==> config.mk <==
export PLATFORM = sky130hd
export DESIGN_NAME = interprocessor_sync_fifo_top
export DESIGN_NICKNAME = d
export VERILOG_FILES = /design/src/rtl/ipcsf_pkg.sv /design/src/rtl/ipcsf_queue.sv /design/src/rtl/ipcsf_sync.sv /design/src/rtl/interprocessor_sync_fifo_top.sv
export SDC_FILE = /design/constraint.sdc
export NUM_CORES = 1
export LEC_CHECK = 0
export ABC_AREA = 1
export CORE_MARGIN = 2
export CORE_UTILIZATION = 40
export CTS_CLUSTER_DIAMETER = 80
export CTS_CLUSTER_SIZE = 24
export DETAILED_ROUTE_END_ITERATION = 10
export DONT_BUFFER_PORTS = 1
export PLACE_DENSITY = 0.57
export SLEW_MARGIN = 20
export SYNTH_ARGS = -nofsm -noshare
export SYNTH_HDL_FRONTEND = slang
export SYNTH_SLANG_ARGS = --single-unit
==> constraint.sdc <==
create_clock -name clk -period 6.2 [get_ports clk]
set_input_delay 0.93 -clock clk [delete_from_list [all_inputs] [get_ports clk]]
set_output_delay 0.93 -clock clk [all_outputs]
set_load 0.02 [all_outputs]
==> src/rtl/ipcsf_pkg.sv <==
// Shared types and constants for the interprocessor mailbox.
// No dependencies; imported by every module of the block but the checker.
`default_nettype none

package ipcsf_pkg;

	localparam int unsigned WORD_W    = 32;
	localparam int unsigned STAT_W    = 16;
	localparam int unsigned STALL_W   = 20;
	localparam int unsigned RSP_W     = 21;
	localparam int unsigned SYNC_RD_W = 15;

	localparam logic [3:0]       COUNT_START = 4'd8;
	localparam logic [RSP_W-1:0] STALL_MAX   = {RSP_W{1'b1}};

	typedef enum logic [2:0] {
		ACT_SYNC_RD  = 3'd0,
		ACT_SYNC_WR  = 3'd1,
		ACT_CTRL_RD  = 3'd2,
		ACT_CTRL_WR  = 3'd3,
		ACT_SEND     = 3'd4,
		ACT_RECV     = 3'd5,
		ACT_PART_PSH = 3'd6,
		ACT_PART_POP = 3'd7
	} action_t;

	typedef enum logic [1:0] {
		CFG_MODEL_ON    = 2'd0,
		CFG_AUTO_DRAIN  = 2'd1,
		CFG_STALL_LIMIT = 2'd2
	} cfg_idx_t;

	// queue update for one transfer; push and pop may coincide (auto drain)
	typedef struct packed {
		logic push;
		logic pop;
		logic clear;
	} q_ctrl_t;

	typedef struct packed {
		logic rd;	// sync read, counted even with the model off
		logic wr;	// sync write, model on
	} sync_ctrl_t;

endpackage

`default_nettype wire

==> src/rtl/ipcsf_queue.sv <==
// Word ring buffer with a prefetched head word.
// Depends on ipcsf_pkg.
`default_nettype none

module ipcsf_queue #(
	parameter int unsigned DEPTH = 16,
	parameter int unsigned CW    = $clog2(DEPTH + 1)
) (
	input  wire                         clk,
	input  wire                         arst_n,
	input  ipcsf_pkg::q_ctrl_t          ctrl,
	input  wire [ipcsf_pkg::WORD_W-1:0] push_data,
	output logic [CW-1:0]               count,
	output logic [CW-1:0]               count_nx,
	output logic [ipcsf_pkg::WORD_W-1:0] pop_word
);
	import ipcsf_pkg::*;

	localparam int unsigned AW = (DEPTH > 1) ? $clog2(DEPTH) : 1;

	logic [WORD_W-1:0] mem [DEPTH];
	logic [WORD_W-1:0] head_word_q;
	logic [AW-1:0]     head_q;
	logic [CW-1:0]     count_q;
	logic [AW-1:0]     head_nx;
	logic [AW-1:0]     waddr;
	logic [CW:0]       tail_sum;

	// tail = (head + count) mod DEPTH, sum below twice the depth
	always_comb begin
		tail_sum = (CW + 1)'(head_q) + (CW + 1)'(count_q);
		if (tail_sum >= (CW + 1)'(DEPTH))
			tail_sum = tail_sum - (CW + 1)'(DEPTH);
		waddr = tail_sum[AW-1:0];
	end

	always_comb begin
		if (ctrl.clear)
			head_nx = '0;
		else if (ctrl.pop)
			head_nx = (head_q == AW'(DEPTH - 1)) ? '0 : head_q + AW'(1);
		else
			head_nx = head_q;
		if (ctrl.clear)
			count_nx = '0;
		else
			count_nx = count_q + CW'(ctrl.push) - CW'(ctrl.pop);
	end

	// pop of a queue that is empty before the push hands the pushed word through
	assign pop_word = (count_q == '0) ? push_data : head_word_q;
	assign count    = count_q;

	always_ff @(posedge clk) begin
		if (ctrl.push)
			mem[waddr] <= push_data;
		if (ctrl.push && (waddr == head_nx))
			head_word_q <= push_data;
		else
			head_word_q <= mem[head_nx];
	end

	always_ff @(posedge clk or negedge arst_n) begin
		if (!arst_n) begin
			head_q  <= '0;
			count_q <= '0;
		end else begin
			head_q  <= head_nx;
			count_q <= count_nx;
		end
	end

endmodule

`default_nettype wire

==> src/rtl/ipcsf_sync.sv <==
// Sync register, partner countdown handshake and stall counter.
// Depends on ipcsf_pkg.
`default_nettype none

module ipcsf_sync (
	input  wire                            clk,
	input  wire                            arst_n,
	input  ipcsf_pkg::sync_ctrl_t          ctrl,
	input  wire [3:0]                      wr_nibble,
	input  wire [1:0]                      wr_irq,
	input  wire [ipcsf_pkg::STALL_W-1:0]   stall_limit,
	output logic [ipcsf_pkg::SYNC_RD_W-1:0] sync_word,
	output logic                           stall_trip_nx,
	output logic                           complete_nx
);
	import ipcsf_pkg::*;

	logic [3:0]       own_q, own_nx;
	logic [1:0]       irq_q, irq_nx;
	logic [3:0]       pnib_q, pnib_nx;
	logic [3:0]       cd_q, cd_nx, cd_eff;
	logic             complete_q;
	logic [RSP_W-1:0] rsp_q, rsp_nx;

	assign sync_word = {irq_q, 1'b0, own_q, 4'b0000, pnib_q};

	always_comb begin
		own_nx      = own_q;
		irq_nx      = irq_q;
		pnib_nx     = pnib_q;
		cd_nx       = cd_q;
		complete_nx = complete_q;
		rsp_nx      = rsp_q;
		cd_eff      = (wr_nibble != cd_q) ? COUNT_START : cd_q;
		if (ctrl.wr) begin
			own_nx = wr_nibble;
			irq_nx = wr_irq;
			rsp_nx = '0;
			if (!complete_q) begin
				// countdown already at zero: stepping below it ends the handshake
				if (cd_eff == 4'd0)
					complete_nx = 1'b1;
				else begin
					cd_nx   = cd_eff - 4'd1;
					pnib_nx = cd_eff - 4'd1;
				end
			end
		end else if (ctrl.rd && (rsp_q != STALL_MAX))
			rsp_nx = rsp_q + RSP_W'(1);
		stall_trip_nx = rsp_nx > RSP_W'(stall_limit);
	end

	always_ff @(posedge clk or negedge arst_n) begin
		if (!arst_n) begin
			own_q      <= '0;
			irq_q      <= '0;
			pnib_q     <= COUNT_START;
			cd_q       <= COUNT_START;
			complete_q <= 1'b0;
			rsp_q      <= '0;
		end else begin
			own_q      <= own_nx;
			irq_q      <= irq_nx;
			pnib_q     <= pnib_nx;
			cd_q       <= cd_nx;
			complete_q <= complete_nx;
			rsp_q      <= rsp_nx;
		end
	end

endmodule

`default_nettype wire

==> src/rtl/interprocessor_sync_fifo_top.sv <==
// Interprocessor mailbox, local processor view: top level.
// Depends on ipcsf_pkg, ipcsf_queue and ipcsf_sync.
`default_nettype none

// One transfer is taken on every cycle that start is high; busy never rises.
// Each transfer gives exactly one result, marked by done: the input register is
// loaded first, then the new mailbox state is committed and the result register
// loaded together. Throughput is one transfer per cycle, bounded by the
// single pass of queue, sync and status logic. The
// receiver cannot stall, so results must be taken on the done cycle; the
// result ports hold their last value between transfers. Each queue keeps its
// head word in a register read ahead from the queue memory, so a pop never
// waits on a memory read. Configuration writes take effect at once and are
// expected only while no transfer is in flight. There is no clearing pass.
module interprocessor_sync_fifo_top #(
	parameter int unsigned QUEUE_DEPTH = 16
) (
	input  wire         clk,
	input  wire         arst_n,
	input  wire         start,
	output logic        busy,
	input  wire  [2:0]  action,
	input  wire  [31:0] data,
	input  wire         cfg_we,
	input  wire  [1:0]  cfg_index,
	input  wire  [19:0] cfg_wdata,
	output logic        done,
	output logic [31:0] read_data,
	output logic [15:0] status_word,
	output logic        access_handled,
	output logic        rx_irq,
	output logic [31:0] partner_word,
	output logic        partner_word_valid,
	output logic        stall_trip,
	output logic        handshake_done
);
	import ipcsf_pkg::*;

	localparam int unsigned CW = $clog2(QUEUE_DEPTH + 1);

	// configuration
	logic               model_on_q;
	logic               auto_drain_q;
	logic [STALL_W-1:0] stall_limit_q;

	// input register
	logic              valid_s1;
	logic [2:0]        action_s1;
	logic [WORD_W-1:0] data_s1;

	// mailbox state held here
	logic [2:0]        en_q, en_nx;	// bit0 send-empty irq, bit1 recv irq, bit2 enable
	logic              err_q, err_nx;
	logic [WORD_W-1:0] last_q, last_nx;

	// result register
	logic              done_q;
	logic [WORD_W-1:0] rd_q;
	logic [STAT_W-1:0] stat_q;
	logic              handled_q, rx_irq_q, pw_valid_q, trip_q, hs_done_q;
	logic [WORD_W-1:0] pw_q;

	action_t           act;
	logic              on;
	q_ctrl_t           sq_ctrl, rq_ctrl;
	sync_ctrl_t        sy_ctrl;
	logic [CW-1:0]     send_cnt, send_cnt_nx, recv_cnt, recv_cnt_nx;
	logic [WORD_W-1:0] send_word, recv_word;
	logic              send_full, recv_full, rq_empty;
	logic [SYNC_RD_W-1:0] sync_word;
	logic              trip_nx, complete_nx;
	logic [WORD_W-1:0] rd_nx, pw_nx;
	logic              handled_nx;
	logic [STAT_W-1:0] stat_now, stat_nx;

	function automatic logic [STAT_W-1:0] status_pack(
		input logic [2:0] en,
		input logic       s_empty,
		input logic       s_full,
		input logic       r_empty,
		input logic       r_full,
		input logic       err
	);
		logic [STAT_W-1:0] v;
		v     = '0;
		v[0]  = s_empty;
		v[1]  = s_full;
		v[2]  = en[0];
		v[8]  = r_empty;
		v[9]  = r_full;
		v[10] = en[1];
		v[14] = err;
		v[15] = en[2];
		return v;
	endfunction

	assign busy = 1'b0;

	assign act        = action_t'(action_s1);
	assign on         = model_on_q;
	assign send_full  = send_cnt == CW'(QUEUE_DEPTH);
	assign recv_full  = recv_cnt == CW'(QUEUE_DEPTH);
	assign rq_empty   = recv_cnt == '0;

	// queue and sync controls for the transfer in the input register
	always_comb begin
		sq_ctrl.push  = valid_s1 && on && (act == ACT_SEND) && en_q[2] && !send_full;
		sq_ctrl.pop   = (sq_ctrl.push && auto_drain_q) ||
		                (valid_s1 && on && (act == ACT_PART_POP) && (send_cnt != '0));
		sq_ctrl.clear = valid_s1 && on && (act == ACT_CTRL_WR) && data_s1[3];
		rq_ctrl.push  = valid_s1 && on && (act == ACT_PART_PSH) && !recv_full;
		rq_ctrl.pop   = valid_s1 && on && (act == ACT_RECV) && !rq_empty;
		rq_ctrl.clear = 1'b0;
		sy_ctrl.rd    = valid_s1 && (act == ACT_SYNC_RD);
		sy_ctrl.wr    = valid_s1 && on && (act == ACT_SYNC_WR);
	end

	ipcsf_queue #(.DEPTH(QUEUE_DEPTH), .CW(CW)) u_send_q (
		.clk       (clk),
		.arst_n    (arst_n),
		.ctrl      (sq_ctrl),
		.push_data (data_s1),
		.count     (send_cnt),
		.count_nx  (send_cnt_nx),
		.pop_word  (send_word)
	);

	ipcsf_queue #(.DEPTH(QUEUE_DEPTH), .CW(CW)) u_recv_q (
		.clk       (clk),
		.arst_n    (arst_n),
		.ctrl      (rq_ctrl),
		.push_data (data_s1),
		.count     (recv_cnt),
		.count_nx  (recv_cnt_nx),
		.pop_word  (recv_word)
	);

	ipcsf_sync u_sync (
		.clk           (clk),
		.arst_n        (arst_n),
		.ctrl          (sy_ctrl),
		.wr_nibble     (data_s1[11:8]),
		.wr_irq        (data_s1[14:13]),
		.stall_limit   (stall_limit_q),
		.sync_word     (sync_word),
		.stall_trip_nx (trip_nx),
		.complete_nx   (complete_nx)
	);

	// enables, sticky error and last received word
	always_comb begin
		en_nx   = en_q;
		err_nx  = err_q;
		last_nx = rq_ctrl.pop ? recv_word : last_q;
		if (valid_s1 && on) begin
			case (act)
				ACT_CTRL_WR: begin
					en_nx = {data_s1[15], data_s1[10], data_s1[2]};
					if (data_s1[14])
						err_nx = 1'b0;
				end
				ACT_SEND: if (en_q[2] && send_full) err_nx = 1'b1;
				ACT_RECV: if (rq_empty) err_nx = 1'b1;
				ACT_PART_PSH: if (recv_full) err_nx = 1'b1;
				default: ;
			endcase
		end
	end

	// read path; status before and after the transfer
	always_comb begin
		stat_now = status_pack(en_q, send_cnt == '0, send_full, rq_empty, recv_full,
		                       err_q);
		stat_nx  = on ? status_pack(en_nx, send_cnt_nx == '0,
		                            send_cnt_nx == CW'(QUEUE_DEPTH), recv_cnt_nx == '0,
		                            recv_cnt_nx == CW'(QUEUE_DEPTH), err_nx) : '0;
		rd_nx      = '0;
		handled_nx = 1'b0;
		case (act)
			ACT_SYNC_RD: begin
				handled_nx = on;
				rd_nx      = on ? WORD_W'(sync_word) : '0;
			end
			ACT_CTRL_RD: begin
				handled_nx = on;
				rd_nx      = on ? WORD_W'(stat_now) : '0;
			end
			ACT_RECV: begin
				// still answered with the model off, then as zero
				handled_nx = 1'b1;
				if (on)
					rd_nx = rq_empty ? last_q : recv_word;
			end
			default: ;
		endcase
		pw_nx = sq_ctrl.pop ? send_word : '0;
	end

	always_ff @(posedge clk or negedge arst_n) begin
		if (!arst_n) begin
			model_on_q    <= 1'b1;
			auto_drain_q  <= 1'b1;
			stall_limit_q <= STALL_W'(100000);
		end else if (cfg_we) begin
			case (cfg_idx_t'(cfg_index))
				CFG_MODEL_ON:    model_on_q    <= cfg_wdata[0];
				CFG_AUTO_DRAIN:  auto_drain_q  <= cfg_wdata[0];
				CFG_STALL_LIMIT: stall_limit_q <= cfg_wdata;
				default: ;
			endcase
		end
	end

	always_ff @(posedge clk or negedge arst_n) begin
		if (!arst_n) begin
			valid_s1 <= 1'b0;
			en_q     <= '0;
			err_q    <= 1'b0;
			last_q   <= '0;
			done_q   <= 1'b0;
		end else begin
			valid_s1 <= start;
			en_q     <= en_nx;
			err_q    <= err_nx;
			last_q   <= last_nx;
			done_q   <= valid_s1;
		end
	end

	always_ff @(posedge clk) begin
		if (start) begin
			action_s1 <= action;
			data_s1   <= data;
		end
	end

	// result register: holds until the next transfer completes
	always_ff @(posedge clk or negedge arst_n) begin
		if (!arst_n) begin
			rd_q       <= '0;
			stat_q     <= '0;
			handled_q  <= 1'b0;
			rx_irq_q   <= 1'b0;
			pw_q       <= '0;
			pw_valid_q <= 1'b0;
			trip_q     <= 1'b0;
			hs_done_q  <= 1'b0;
		end else if (valid_s1) begin
			rd_q       <= rd_nx;
			stat_q     <= stat_nx;
			handled_q  <= handled_nx;
			rx_irq_q   <= on && en_nx[2] && en_nx[1] && (recv_cnt_nx != '0);
			pw_q       <= pw_nx;
			pw_valid_q <= sq_ctrl.pop;
			trip_q     <= trip_nx;
			hs_done_q  <= complete_nx;
		end
	end

	assign done               = done_q;
	assign read_data          = rd_q;
	assign status_word        = stat_q;
	assign access_handled     = handled_q;
	assign rx_irq             = rx_irq_q;
	assign partner_word       = pw_q;
	assign partner_word_valid = pw_valid_q;
	assign stall_trip         = trip_q;
	assign handshake_done     = hs_done_q;

endmodule

`default_nettype wire

Word-level counts from Yosys, hierarchy flattened
Memory sizes are Yosys's and may differ from the RTL's. A register that Yosys moved wholly into a read port is not among the register bits. Cells that the tools add are included.

Register bits after elaboration: 230. RAM bits: 1024. Bits of input ports: 61. Logic and storage cells: 137. Memories: 2.

Add/sub/neg operators: 12. Magnitude comparators: 3. Equality and inequality tests: 17. Multiplexer cells: 36. Bitwise operators: 2. Reduce and logical (&&, ||, !) cells: 38.

Memory list: u_recv_q.mem (depth 16, bits a word 32, rd ports 1, clocked after memory_dff 1, write ports 1, line ipcsf_queue.sv:21) `logic [WORD_W-1:0] mem [DEPTH];`; u_send_q.mem (depth 16, bits a word 32, rd ports 1, clocked after memory_dff 1, write ports 1, line ipcsf_queue.sv:21).

Operator list (number): $mux W32 (5); $pmux W32 S3 (1); $mux W21 (2); $mux W16 (2); $mux W4 (8); $add A21 B1 Y21 const B (1); $gt A21 B20 Y1 (1); $ne A21 B21 Y1 const B (1); $eq A5 B5 Y1 const B (4); $logic_and A1 B1 Y1 (20); $logic_not A5 Y1 (4); $mux W15 (1); $add A4 B5 Y6 (2); $eq A3 B3 Y1 const B (4); $ge A6 B5 Y1 const B (2); $mux W1 (12); $sub A4 B1 Y4 const B (3); $add A5 B1 Y5 (2); $reduce_bool A5 Y1 (2); $sub A5 B1 Y5 (2); $add A4 B1 Y4 const B (2); $eq A4 B4 Y1 const B (2); $eq A3 B2 Y1 const B (2); $mux W3 (2); 16 further kinds (21).

Depth between registers and ports, before layout
Gate-level depths: netlist of run 1.

Depth after elaboration: 10. Mapped depth: 28.

Modules after synthesis
From an unflattened synthesis of run 1, not the netlist that was laid out.

Cell total of the unflattened synthesis: 4756. Area total of the unflattened synthesis: 53000.8 um^2.

Modules (own cells, without submodules): ipcsf_queue at u_send_q (times used 1, cells each 1894, area each 21873.5 um^2); ipcsf_queue at u_recv_q (times used 1, cells each 1894, area each 21807.2 um^2); interprocessor_sync_fifo_top (times used 1, cells each 623, area each 6865.3 um^2); ipcsf_sync (times used 1, cells each 345, area each 2454.9 um^2).

Worst setup path after synthesis of run 1
Ideal clock, no wire load.

Path type: register to register. Start point: register u_send_q.count_q[3] (netlist: u_send_q.count[3]). End point: register stat_q[1] (netlist: status_word[1]). Setup time: 0.117 ns. Data arrival time: 3.107 ns. Slack: 2.976 ns. Cell stages (with the launch flop): 25. Path buffers: 1. Clock period less this slack: 3.224 ns. Cell sequence: dfrtp_1 inv_1 ha_1 inv_1 nor4_1 inv_1 nand2_1 nor3_4 nand2_1 nand2_2 buf_6 ha_1 inv_1 ha_1 inv_1 fa_1 inv_1 nand2_1 a21oi_1 nor2_1 or2_2 nand3_1 inv_1 nand3_1 nand2_1.

RTL lines: start, declared (line ipcsf_queue.sv:24) `logic [CW-1:0] count_q;`; start signal, assigned (line ipcsf_queue.sv:69) `count_q <= count_nx;`; end signal, assigned (line interprocessor_sync_fifo_top.sv:250) `stat_q <= stat_nx;`; end, declared (line interprocessor_sync_fifo_top.sv:59) `logic [STAT_W-1:0] stat_q;`.

Worst setup path in the final report of run 1
Start point: register u_send_q.count_q[3] (netlist: u_send_q.count[3]). End point: register stat_q[1] (netlist: status_word[1]).

Word-level cells in the longest chain between the ends: 9. Elaborated cells on any way between the ends: 12.

Ends and longest elaborated chain: parallel branches: the longest is 5 deep, another holds $add A5 B1 Y5; $sub A5 B1 Y5 (*) (line ipcsf_queue.sv:47) `count_nx = count_q + CW'(ctrl.push) - CW'(ctrl.pop);`; $mux W5 (*) (line ipcsf_queue.sv:44) `if (ctrl.clear)`; named net send_cnt_nx[4] (line interprocessor_sync_fifo_top.sv:67) `logic [CW-1:0] send_cnt, send_cnt_nx, recv_cnt, recv_cnt_nx;`; $eq A5 B5 Y1 (*) (line interprocessor_sync_fifo_top.sv:175) `send_cnt_nx == CW'(QUEUE_DEPTH), recv_cnt_nx == '0,`; $mux W16 (*) (line interprocessor_sync_fifo_top.sv:174) `stat_nx = on ? status_pack(en_nx, send_cnt_nx == '0,`.

Mark *: on every way through the listed nets, which the timed path passes. A chain may end at the register's enable or synchronous reset.

==> metrics.txt, run 1 <==
# TYPE chip_impl_metric gauge
chip_impl_info{name="outcome",value="finished, final reports clean"} 1
chip_impl_info{name="reg2reg_from",value="u_send_q.count[3]"} 1
chip_impl_metric{name="syn_avg_cell_area",unit="um^2"} 12.2
chip_impl_metric{name="clkLatencyLatePin",unit="ps"} 690
chip_impl_metric{name="die_height",unit="um"} 360
chip_impl_metric{name="p_per_area",unit="mW/mm^2"} 387
chip_impl_metric{name="die_w",unit="um"} 360
chip_impl_metric{name="async_flop_share",unit=""} 0.149
chip_impl_metric{name="clock_sink_count",unit=""} 1254
chip_impl_metric{name="number_of_setup_buffers_added_after_cts",unit=""} 0
chip_impl_info{name="worstSetupStartpointType",value="register"} 1
chip_impl_metric{name="setup_violations",unit=""} 0
chip_impl_metric{name="finish.cell_count_without_fillers",unit=""} 5774
chip_impl_metric{name="cp_max_fo",unit=""} 40
chip_impl_metric{name="final_hold_viol_count",unit=""} 0
chip_impl_metric{name="max_cap_violations",unit=""} 0
chip_impl_metric{name="starting_density",unit=""} 0.403
chip_impl_metric{name="syn_area",unit="mm^2"} 0.0507
chip_impl_metric{name="arr_time_crit_path",unit="ps"} 4700
chip_impl_metric{name="global_route_wire_length_before_repair",unit="um"} 206000
chip_impl_metric{name="drtPass1Iterations",unit=""} 6
chip_impl_info{name="ys_dominant_reg_cell",value="edfxtp_1"} 1
chip_impl_info{name="hp-class",value="in -> async"} 1
chip_impl_metric{name="port-buffer-count",unit=""} 0
chip_impl_metric{name="timing.final.crit_share",unit=""} 0.665
chip_impl_metric{name="sequential_to_total_area_share_from_yosys_stat",unit=""} 0.722
chip_impl_info{name="cts_tree",value="built"} 1
chip_impl_metric{name="final_nets",unit=""} 4181
chip_impl_metric{name="route.vias.total",unit=""} 32334
chip_impl_metric{name="dpl.cell_count",unit=""} 5650
chip_impl_metric{name="drt-wirelength-per-cell",unit="um"} 24.4
chip_impl_info{name="worstSetupStartpoint",value="u_send_q.count[3]"} 1
chip_impl_info{name="end_of_the_worst_register_to_register_path",value="status_word[1]"} 1
chip_impl_metric{name="report.final.slew_viol_count",unit=""} 0
chip_impl_info{name="clock-root-buffer",value="clkbuf_16"} 1
chip_impl_metric{name="grt_pass1_vias",unit=""} 30690
chip_impl_metric{name="seqCellArea",unit="mm^2"} 0.0367
chip_impl_metric{name="routed_wl",unit="um"} 141000
chip_impl_metric{name="number_of_antenna_violations_at_the_first_check_in_global_routing",unit=""} 12
chip_impl_metric{name="post_synth_edffs",unit=""} 1059
chip_impl_metric{name="detailedRoute.firstIterationViolations",unit=""} 3624
chip_impl_metric{name="worst_clk_skew",unit="ps"} 35.1
chip_impl_metric{name="place_hpwl",unit="um"} 74500
chip_impl_metric{name="fin_crit",unit="ps"} 4120
chip_impl_metric{name="synthDistinctLibCells",unit=""} 50
chip_impl_metric{name="totalNegativeSetupSlack",unit="ps"} 0
chip_impl_metric{name="numCtsBuffers",unit=""} 67
chip_impl_metric{name="n_fill_cell",unit=""} 11500
chip_impl_metric{name="r2r.worst_path.cells",unit=""} 22
chip_impl_metric{name="p_leak",unit="nW"} 19.0
chip_impl_metric{name="yosys_register_bits",unit=""} 1254
chip_impl_metric{name="synthToLayoutAreaGrowth",unit="%"} 8.13
chip_impl_metric{name="htree_levels",unit=""} 3
chip_impl_metric{name="design.core.area",unit="mm^2"} 0.126
chip_impl_metric{name="ant_nets",unit=""} 0
chip_impl_info{name="grt_setup_unrepaired",value="no"} 1
chip_impl_metric{name="detail_route.vias_per_cell",unit=""} 5.60
chip_impl_metric{name="worst_pin_slew",unit="ps"} 1090
chip_impl_metric{name="largest_net_degree_at_the_start_of_global_routing",unit=""} 206
chip_impl_metric{name="worst-endpoint-required",unit="ps"} 6780
chip_impl_metric{name="ir_worst_vdd",unit="uV"} 290
chip_impl_metric{name="number_of_standard_cell_rows_in_the_floorplan",unit=""} 130
chip_impl_metric{name="gr-usage-all-layers",unit=""} 0.214
chip_impl_metric{name="gp_congestion",unit=""} 0.833
chip_impl_metric{name="layout-drive-gt1-share",unit=""} 0.0651
chip_impl_metric{name="max_clock_freq",unit="MHz"} 243
chip_impl_metric{name="worst-r2r-setup-slack",unit="ps"} 2080
chip_impl_info{name="crit_chain",value="inv_1 > ha_1 > inv_1 > nor4_4 > inv_2 > nand4_1 > nand2_2 > buf_4 > ha_1 > inv_1 > ha_1 > inv_1 > fa_1 > inv_1 > nand2_1 > a21oi_1 > nor2_1 > or2_2 > nand3_1 > inv_1 > nand3_1 > nand2_1"} 1
chip_impl_metric{name="synthesis.instances",unit=""} 4164
chip_impl_metric{name="critical-path-max-stage-delay",unit="ps"} 600
chip_impl_metric{name="deepest_clock_path_buffer_count",unit=""} 3
chip_impl_info{name="timing.critical_path.slowest_stage_cell",value="inv_2"} 1
chip_impl_metric{name="clkSlewWorstSetupHoldPaths",unit="ps"} 100
chip_impl_metric{name="synth.yosys.warnings",unit=""} 0
chip_impl_metric{name="post_detailed_route_drc_marker_count",unit=""} 0
chip_impl_metric{name="die-area",unit="mm^2"} 0.130
chip_impl_info{name="critPathMostFrequentCell",value="inv_1"} 1
chip_impl_metric{name="timing.max_slew.rel_slack",unit=""} 0.276
chip_impl_info{name="path_class",value="reg -> reg"} 1
chip_impl_metric{name="io_pins",unit=""} 148
chip_impl_metric{name="final_core_util",unit=""} 0.436
chip_impl_metric{name="area_taken_by_multi_input_logic_gates",unit="mm^2"} 0.0126
chip_impl_metric{name="globalRoute.totalOverflow",unit=""} 0
chip_impl_info{name="critical_path.endpoint_type",value="register"} 1
## state kept, by name, summed over array words and instances (netlist names), 4 cells and up, named ones only
name	count
status_word	8
u_sync.pnib_q	4
u_sync.rsp_q	21
u_send_q.head_q	4
u_send_q.count	5
u_recv_q.mem	512
u_recv_q.count	5
stall_limit_q	20
u_send_q.mem	512
read_data	32
u_recv_q.head_q	4
partner_word	32
u_sync.own_q	4
data_s1	32
last_q	32
## placed cells by master, fill, tap and decap left out, types with 4 or more instances in the layout
cell type  synthesis  routed
a21oi_1          199     199
a22oi_1           60      60
a31oi_1           11      11
buf_12             0       5
buf_16             0       4
buf_4             22      79
clkbuf_1         144      26
clkbuf_16          0      70
conb_1             1       9
dfrtp_1          178     178
dfstp_2            9       9
dfxtp_4            0       5
diode_2            0       6
edfxtp_1        1059    1059
fa_1               4       4
ha_1              42      42
inv_1            158     154
inv_2              9       8
inv_6              0       8
nand2_1          764     764
nand3_1          360     360
nand4_1            9       9
nor2_1           397     365
nor2_2             4       4
nor2_4             2      34
nor3_1            12      12
nor4_1             4       4
o211ai_1          86      86
o21ai_0          333     333
o21ai_1           45      45
o221ai_1          69      69
o22ai_1           26      26
or2_2              6       6
xnor2_1            8       8
xor2_1            15      15
## through the flow
stage	hold WS, ps	power [mW]	setup slack [ps]	instance area [um^2]
after floorplan	355	14.3	2980	50800
after global placement	480	16.3	2110	52600
after detailed placement	487	16.4	2100	52700
after CTS	66.5	21.3	2050	54800
after global routing	53.9	22.3	1720	54800
final	92.9	21.2	2080	54900
## critical path, delay by kind of cell (launching register included)
kind / cells / cell delay (ps)
buf+inv: 8 / 1500
compound gates: 1 / 120
simple gates: 9 / 970
fa+ha+maj: 4 / 1050
flops: 1 / 400
## power breakdown
part	internal, mW	total (mW)	switching, mW
Clock	2.18	4.96	2.78
Combinational	1.77	6.14	4.37
Sequential	9.55	10.1	0.560
Total	13.5	21.2	7.71
## final cells by class
class / instances / area share
sequential: 1254 / 0.669
multi-input combinational: 2493 / 0.229
tap: 1650 / 0.0376
clock buffer: 98 / 0.0342
timing repair buffer: 91 / 0.0155
inverter: 167 / 0.0117
clock inverter: 15 / 0.00303
antenna: 6 / 0.000274
## metal layers
| metal | part of all wire | wire length (um) | track usage | vias to the layer above |
|---|---|---|---|---|
| met5 | 0.00046 | 65 | 0 | - |
| met4 | 0.027 | 3770 | 0.0596 | 10 |
| met3 | 0.079 | 11200 | 0.0454 | 196 |
| met2 | 0.45 | 63900 | 0.333 | 1156 |
| met1 | 0.44 | 62200 | 0.303 | 16261 |
| li1 | - | - | - | 14711 |
## worst max-delay path by stage
stage / slack, ps / end
after floorplan: 2980 / status_word[1]
after global placement: 2110 / status_word[1]
after detailed placement: 2100 / status_word[1]
after CTS: 2050 / status_word[1]
after global routing: 1720 / status_word[1]
final: 2080 / status_word[1]
## cell families after synthesis
family,synth area share
compound gates,0.0963
xor+xnor,0.00397
fa+ha+maj,0.0119
buf+inv,0.0351
flops,0.722
mux,0.000395
other cells,0.0000739
simple gates,0.130
## synth_stat cells, types with 5 or more instances
| master | count | share of area |
|---|---|---|
| buf_6 | 5 | 0.0011 |
| nor3_1 | 12 | 0.0012 |
| a31oi_1 | 11 | 0.0014 |
| inv_2 | 9 | 0.00067 |
| buf_2 | 53 | 0.0052 |
| nand4_1 | 9 | 0.0011 |
| xnor2_1 | 8 | 0.0014 |
| edfxtp_1 | 1059 | 0.63 |
| o211ai_1 | 86 | 0.013 |
| dfstp_2 | 9 | 0.0047 |
| nand3_1 | 360 | 0.036 |
| xor2_1 | 15 | 0.0026 |
| a21oi_1 | 199 | 0.020 |
| dfxtp_1 | 8 | 0.0032 |
| dfrtp_1 | 178 | 0.088 |
| ha_1 | 42 | 0.010 |
| buf_1 | 34 | 0.0025 |
| or2_2 | 6 | 0.00074 |
| a22oi_1 | 60 | 0.0089 |
| o21ai_1 | 45 | 0.0044 |
| nor2_1 | 397 | 0.029 |
| clkbuf_1 | 144 | 0.011 |
| o221ai_1 | 69 | 0.012 |
| o22ai_1 | 26 | 0.0032 |
| nand2_1 | 764 | 0.057 |
| buf_4 | 22 | 0.0033 |
| inv_1 | 158 | 0.012 |
| o21ai_0 | 333 | 0.033 |
## timing repair
action,CTS,global route
resized for setup,0,0
hold buffers,2,0
hold endpoints to repair,78,0
No activity file was read; power rests on OpenSTA's default activity.
==> run 2: changes to the inputs <==
==> constraint.sdc (replaced) <==
create_clock -name clk -period 4.14 [get_ports clk]
set_input_delay 0.621 -clock clk [delete_from_list [all_inputs] [get_ports clk]]
set_output_delay 0.621 -clock clk [all_outputs]
set_load 0.02 [all_outputs]
==> metrics.txt, run 2 (same netlist as run 1, synthesis figures left out) <==
# TYPE chip_impl_metric gauge
chip_impl_info{name="outcome",value="finished, violations left"} 1
chip_impl_info{name="violations",value="negative hold slack"} 1
chip_impl_metric{name="grt_pass1_vias",unit=""} 30964
chip_impl_metric{name="max_cap_violations",unit=""} 0
chip_impl_metric{name="deepest_clock_path_buffer_count",unit=""} 3
chip_impl_metric{name="number_of_antenna_violations_at_the_first_check_in_global_routing",unit=""} 12
chip_impl_metric{name="timing.hold.ws",unit="ps"} -312
chip_impl_info{name="path_class",value="reg -> reg"} 1
chip_impl_metric{name="switching_part_of_the_total_power",unit=""} 0.365
chip_impl_metric{name="clock_power_share",unit=""} 0.236
chip_impl_info{name="clock-root-buffer",value="clkbuf_16"} 1
chip_impl_metric{name="starting_density",unit=""} 0.403
chip_impl_info{name="worstSetupStartpointType",value="register"} 1
chip_impl_metric{name="gp_congestion",unit=""} 0.853
chip_impl_metric{name="port-buffer-count",unit=""} 0
chip_impl_metric{name="largest_net_degree_at_the_start_of_global_routing",unit=""} 188
chip_impl_metric{name="p_leak",unit="nW"} 19.2
chip_impl_metric{name="fin_crit",unit="ps"} 3440
chip_impl_metric{name="post-route-worst-setup-slack",unit="ps"} 698
chip_impl_info{name="grt_setup_unrepaired",value="no"} 1
chip_impl_metric{name="report.final.slew_viol_count",unit=""} 0
chip_impl_metric{name="ir_worst_vdd",unit="uV"} 636
chip_impl_metric{name="die_w",unit="um"} 360
chip_impl_info{name="hp-class",value="in -> async"} 1
chip_impl_metric{name="cellInternalPower",unit="mW"} 20.4
chip_impl_info{name="grt-busiest-layer",value="met2"} 1
chip_impl_metric{name="timing.final.crit_share",unit=""} 0.831
chip_impl_metric{name="drt-wirelength-per-cell",unit="um"} 24.4
chip_impl_metric{name="design.core.area",unit="mm^2"} 0.126
chip_impl_metric{name="ant_nets",unit=""} 0
chip_impl_metric{name="clock_sink_count",unit=""} 1254
chip_impl_metric{name="global_route_wire_length_before_repair",unit="um"} 210000
chip_impl_metric{name="numCtsBuffers",unit=""} 69
chip_impl_metric{name="worst_pin_slew",unit="ps"} 1050
chip_impl_metric{name="layout-drive-gt1-share",unit=""} 0.0718
chip_impl_metric{name="arr_time_crit_path",unit="ps"} 3990
chip_impl_metric{name="n_fill_cell",unit=""} 11457
chip_impl_metric{name="detailedRoute.firstIterationViolations",unit=""} 3968
chip_impl_info{name="final_common_cell",value="edfxtp_1"} 1
chip_impl_metric{name="relative_contribution_of_sequential_cells_to_total_power",unit=""} 0.465
chip_impl_metric{name="die-area",unit="mm^2"} 0.130
chip_impl_metric{name="routed_wl",unit="um"} 142000
chip_impl_metric{name="route.vias.total",unit=""} 32235
chip_impl_metric{name="drtPass1Iterations",unit=""} 6
chip_impl_metric{name="combinational_fraction_of_design_power",unit=""} 0.298
chip_impl_metric{name="grt.met2_usage",unit=""} 0.331
chip_impl_metric{name="number_of_standard_cell_rows_in_the_floorplan",unit=""} 130
chip_impl_metric{name="cts.repair.resized",unit=""} 0
chip_impl_metric{name="worst_clk_skew",unit="ps"} 33.3
chip_impl_metric{name="io_pins",unit=""} 148
chip_impl_info{name="worstSetupStartpoint",value="u_send_q.count[2]"} 1
chip_impl_metric{name="totalNegativeSetupSlack",unit="ps"} 0
chip_impl_metric{name="globalRoute.totalOverflow",unit=""} 0
chip_impl_metric{name="groute.layer.met3.usage",unit=""} 0.0464
chip_impl_metric{name="gr-usage-all-layers",unit=""} 0.215
chip_impl_metric{name="clkSlewWorstSetupHoldPaths",unit="ps"} 90
chip_impl_metric{name="number_of_setup_buffers_added_after_cts",unit=""} 0
chip_impl_metric{name="post_detailed_route_drc_marker_count",unit=""} 0
chip_impl_metric{name="place_hpwl",unit="um"} 78900
chip_impl_info{name="cts_tree",value="built"} 1
chip_impl_metric{name="p_sw",unit="mW"} 11.7
chip_impl_metric{name="final_core_util",unit=""} 0.440
chip_impl_metric{name="max_clock_freq",unit="MHz"} 291
chip_impl_metric{name="p_per_area",unit="mW/mm^2"} 581
chip_impl_metric{name="worst-endpoint-required",unit="ps"} 4690
chip_impl_metric{name="globalRouteMet1Util",unit=""} 0.312
chip_impl_metric{name="cp_max_fo",unit=""} 6
chip_impl_metric{name="pre_cts_ws",unit="ps"} 686
chip_impl_info{name="critical_path.endpoint_type",value="register"} 1
chip_impl_metric{name="final_hold_viol_count",unit=""} 178
chip_impl_info{name="reg2reg_from",value="u_send_q.count[2]"} 1
chip_impl_metric{name="die_height",unit="um"} 360
chip_impl_metric{name="htree_levels",unit=""} 3
chip_impl_info{name="biggestRegsByFlops",value="u_recv_q.mem x512, u_send_q.mem x512"} 1
chip_impl_metric{name="synthToLayoutAreaGrowth",unit="%"} 9.06
chip_impl_info{name="most-common-layout-cells",value="edfxtp_1, nand2_1, nor2_1"} 1
chip_impl_metric{name="clkLatencyLatePin",unit="ps"} 660
chip_impl_metric{name="final_nets",unit=""} 4211
chip_impl_metric{name="post_cts_hold_buffer_count",unit=""} 1
chip_impl_metric{name="timing.max_slew.rel_slack",unit=""} 0.297
chip_impl_metric{name="detail_route.vias_per_cell",unit=""} 5.56
chip_impl_metric{name="setup_violations",unit=""} 0
==> run 2: changes by cell type in the layout (fill, tap and decap cells not counted), sizes merged <==
| cell | delta |
|---|---|
| inv | -1 |
| dlygate4sd3 | +1 |
| buf | +27 |
| diode | -4 |
| clkinv | +5 |
| clkbuf | -2 |
| bufinv | +1 |
| clkinvlp | +1 |
==> run 2: final cells by class <==
cell class | instances | area, um^2 | share of cell area
diodes | 2 | 5.00 | 0.0000905
clock buffers | 96 | 1880 | 0.0340
clock inverters | 21 | 245 | 0.00443
multi-input cells | 2493 | 12600 | 0.227
repair buffers | 119 | 1250 | 0.0225
well taps | 1650 | 2060 | 0.0373
flip-flops and latches | 1254 | 36700 | 0.663
inverters | 167 | 642 | 0.0116
==> run 2: path summary, 6_finish.rpt <==
kind / to / slack [ps] / cells after the start
max: status_word[1] / 700 / 23
min: read_data[20] / -310 / 0
max reg2reg: status_word[1] / 700 / 23
min reg2reg: u_sync.irq_q[1] / 490 / 2
max in group asynchronous: read_data[6] / 3750 / 0
min in group clk: data_s1[1] / 40 / 0
==> run 2: power groups by stage <==
stage	combinational [mW]	sequential [mW]	clock (mW)
floorplan	6.49	15.0	0
global placement	9.43	15.3	0
detailed placement	9.47	15.3	0
CTS	9.52	15.0	7.79
global route	10.7	15.0	8.16
finish	9.59	15.0	7.60
==> run 2: metrics by stage <==
stage                     cell area [um^2]  hold slack (ps)  total power, mW  std cells
after floorplan                      50800              325             21.5       4172
after global placement               53100              352             24.7       5677
after detailed placement             53100              351             24.7       5678
after CTS                            55300             -374             32.3       5796
after global routing                 55300             -367             33.9       5800
final                                55300             -312             32.2       5802
==> run 2: worst max-delay path, stage by stage, from the launching register on <==
cell and delay, ps:
dfrtp_1 420, inv_1 90, ha_1 140, inv_1 60, nor4_1 390, inv_1 100
nand2_1 120, nor3_4 70, nand2_1 80, nand2_2 50, ha_1 280, inv_1 60
ha_1 160, inv_1 60, fa_1 370, inv_1 70, nand2_1 60, a21oi_1 120
nor2_1 60, or2_2 260, nand3_1 90, inv_1 60, nand3_1 80, nand2_1 60
==> run 2: layer usage <==
layer | wire (um) | part of all wire | vias up
met5 | 129 | 0.00091 | -
met4 | 3270 | 0.023 | 20
met3 | 11300 | 0.080 | 164
met2 | 63900 | 0.45 | 1126
met1 | 63000 | 0.44 | 16178
li1 | - | - | 14747
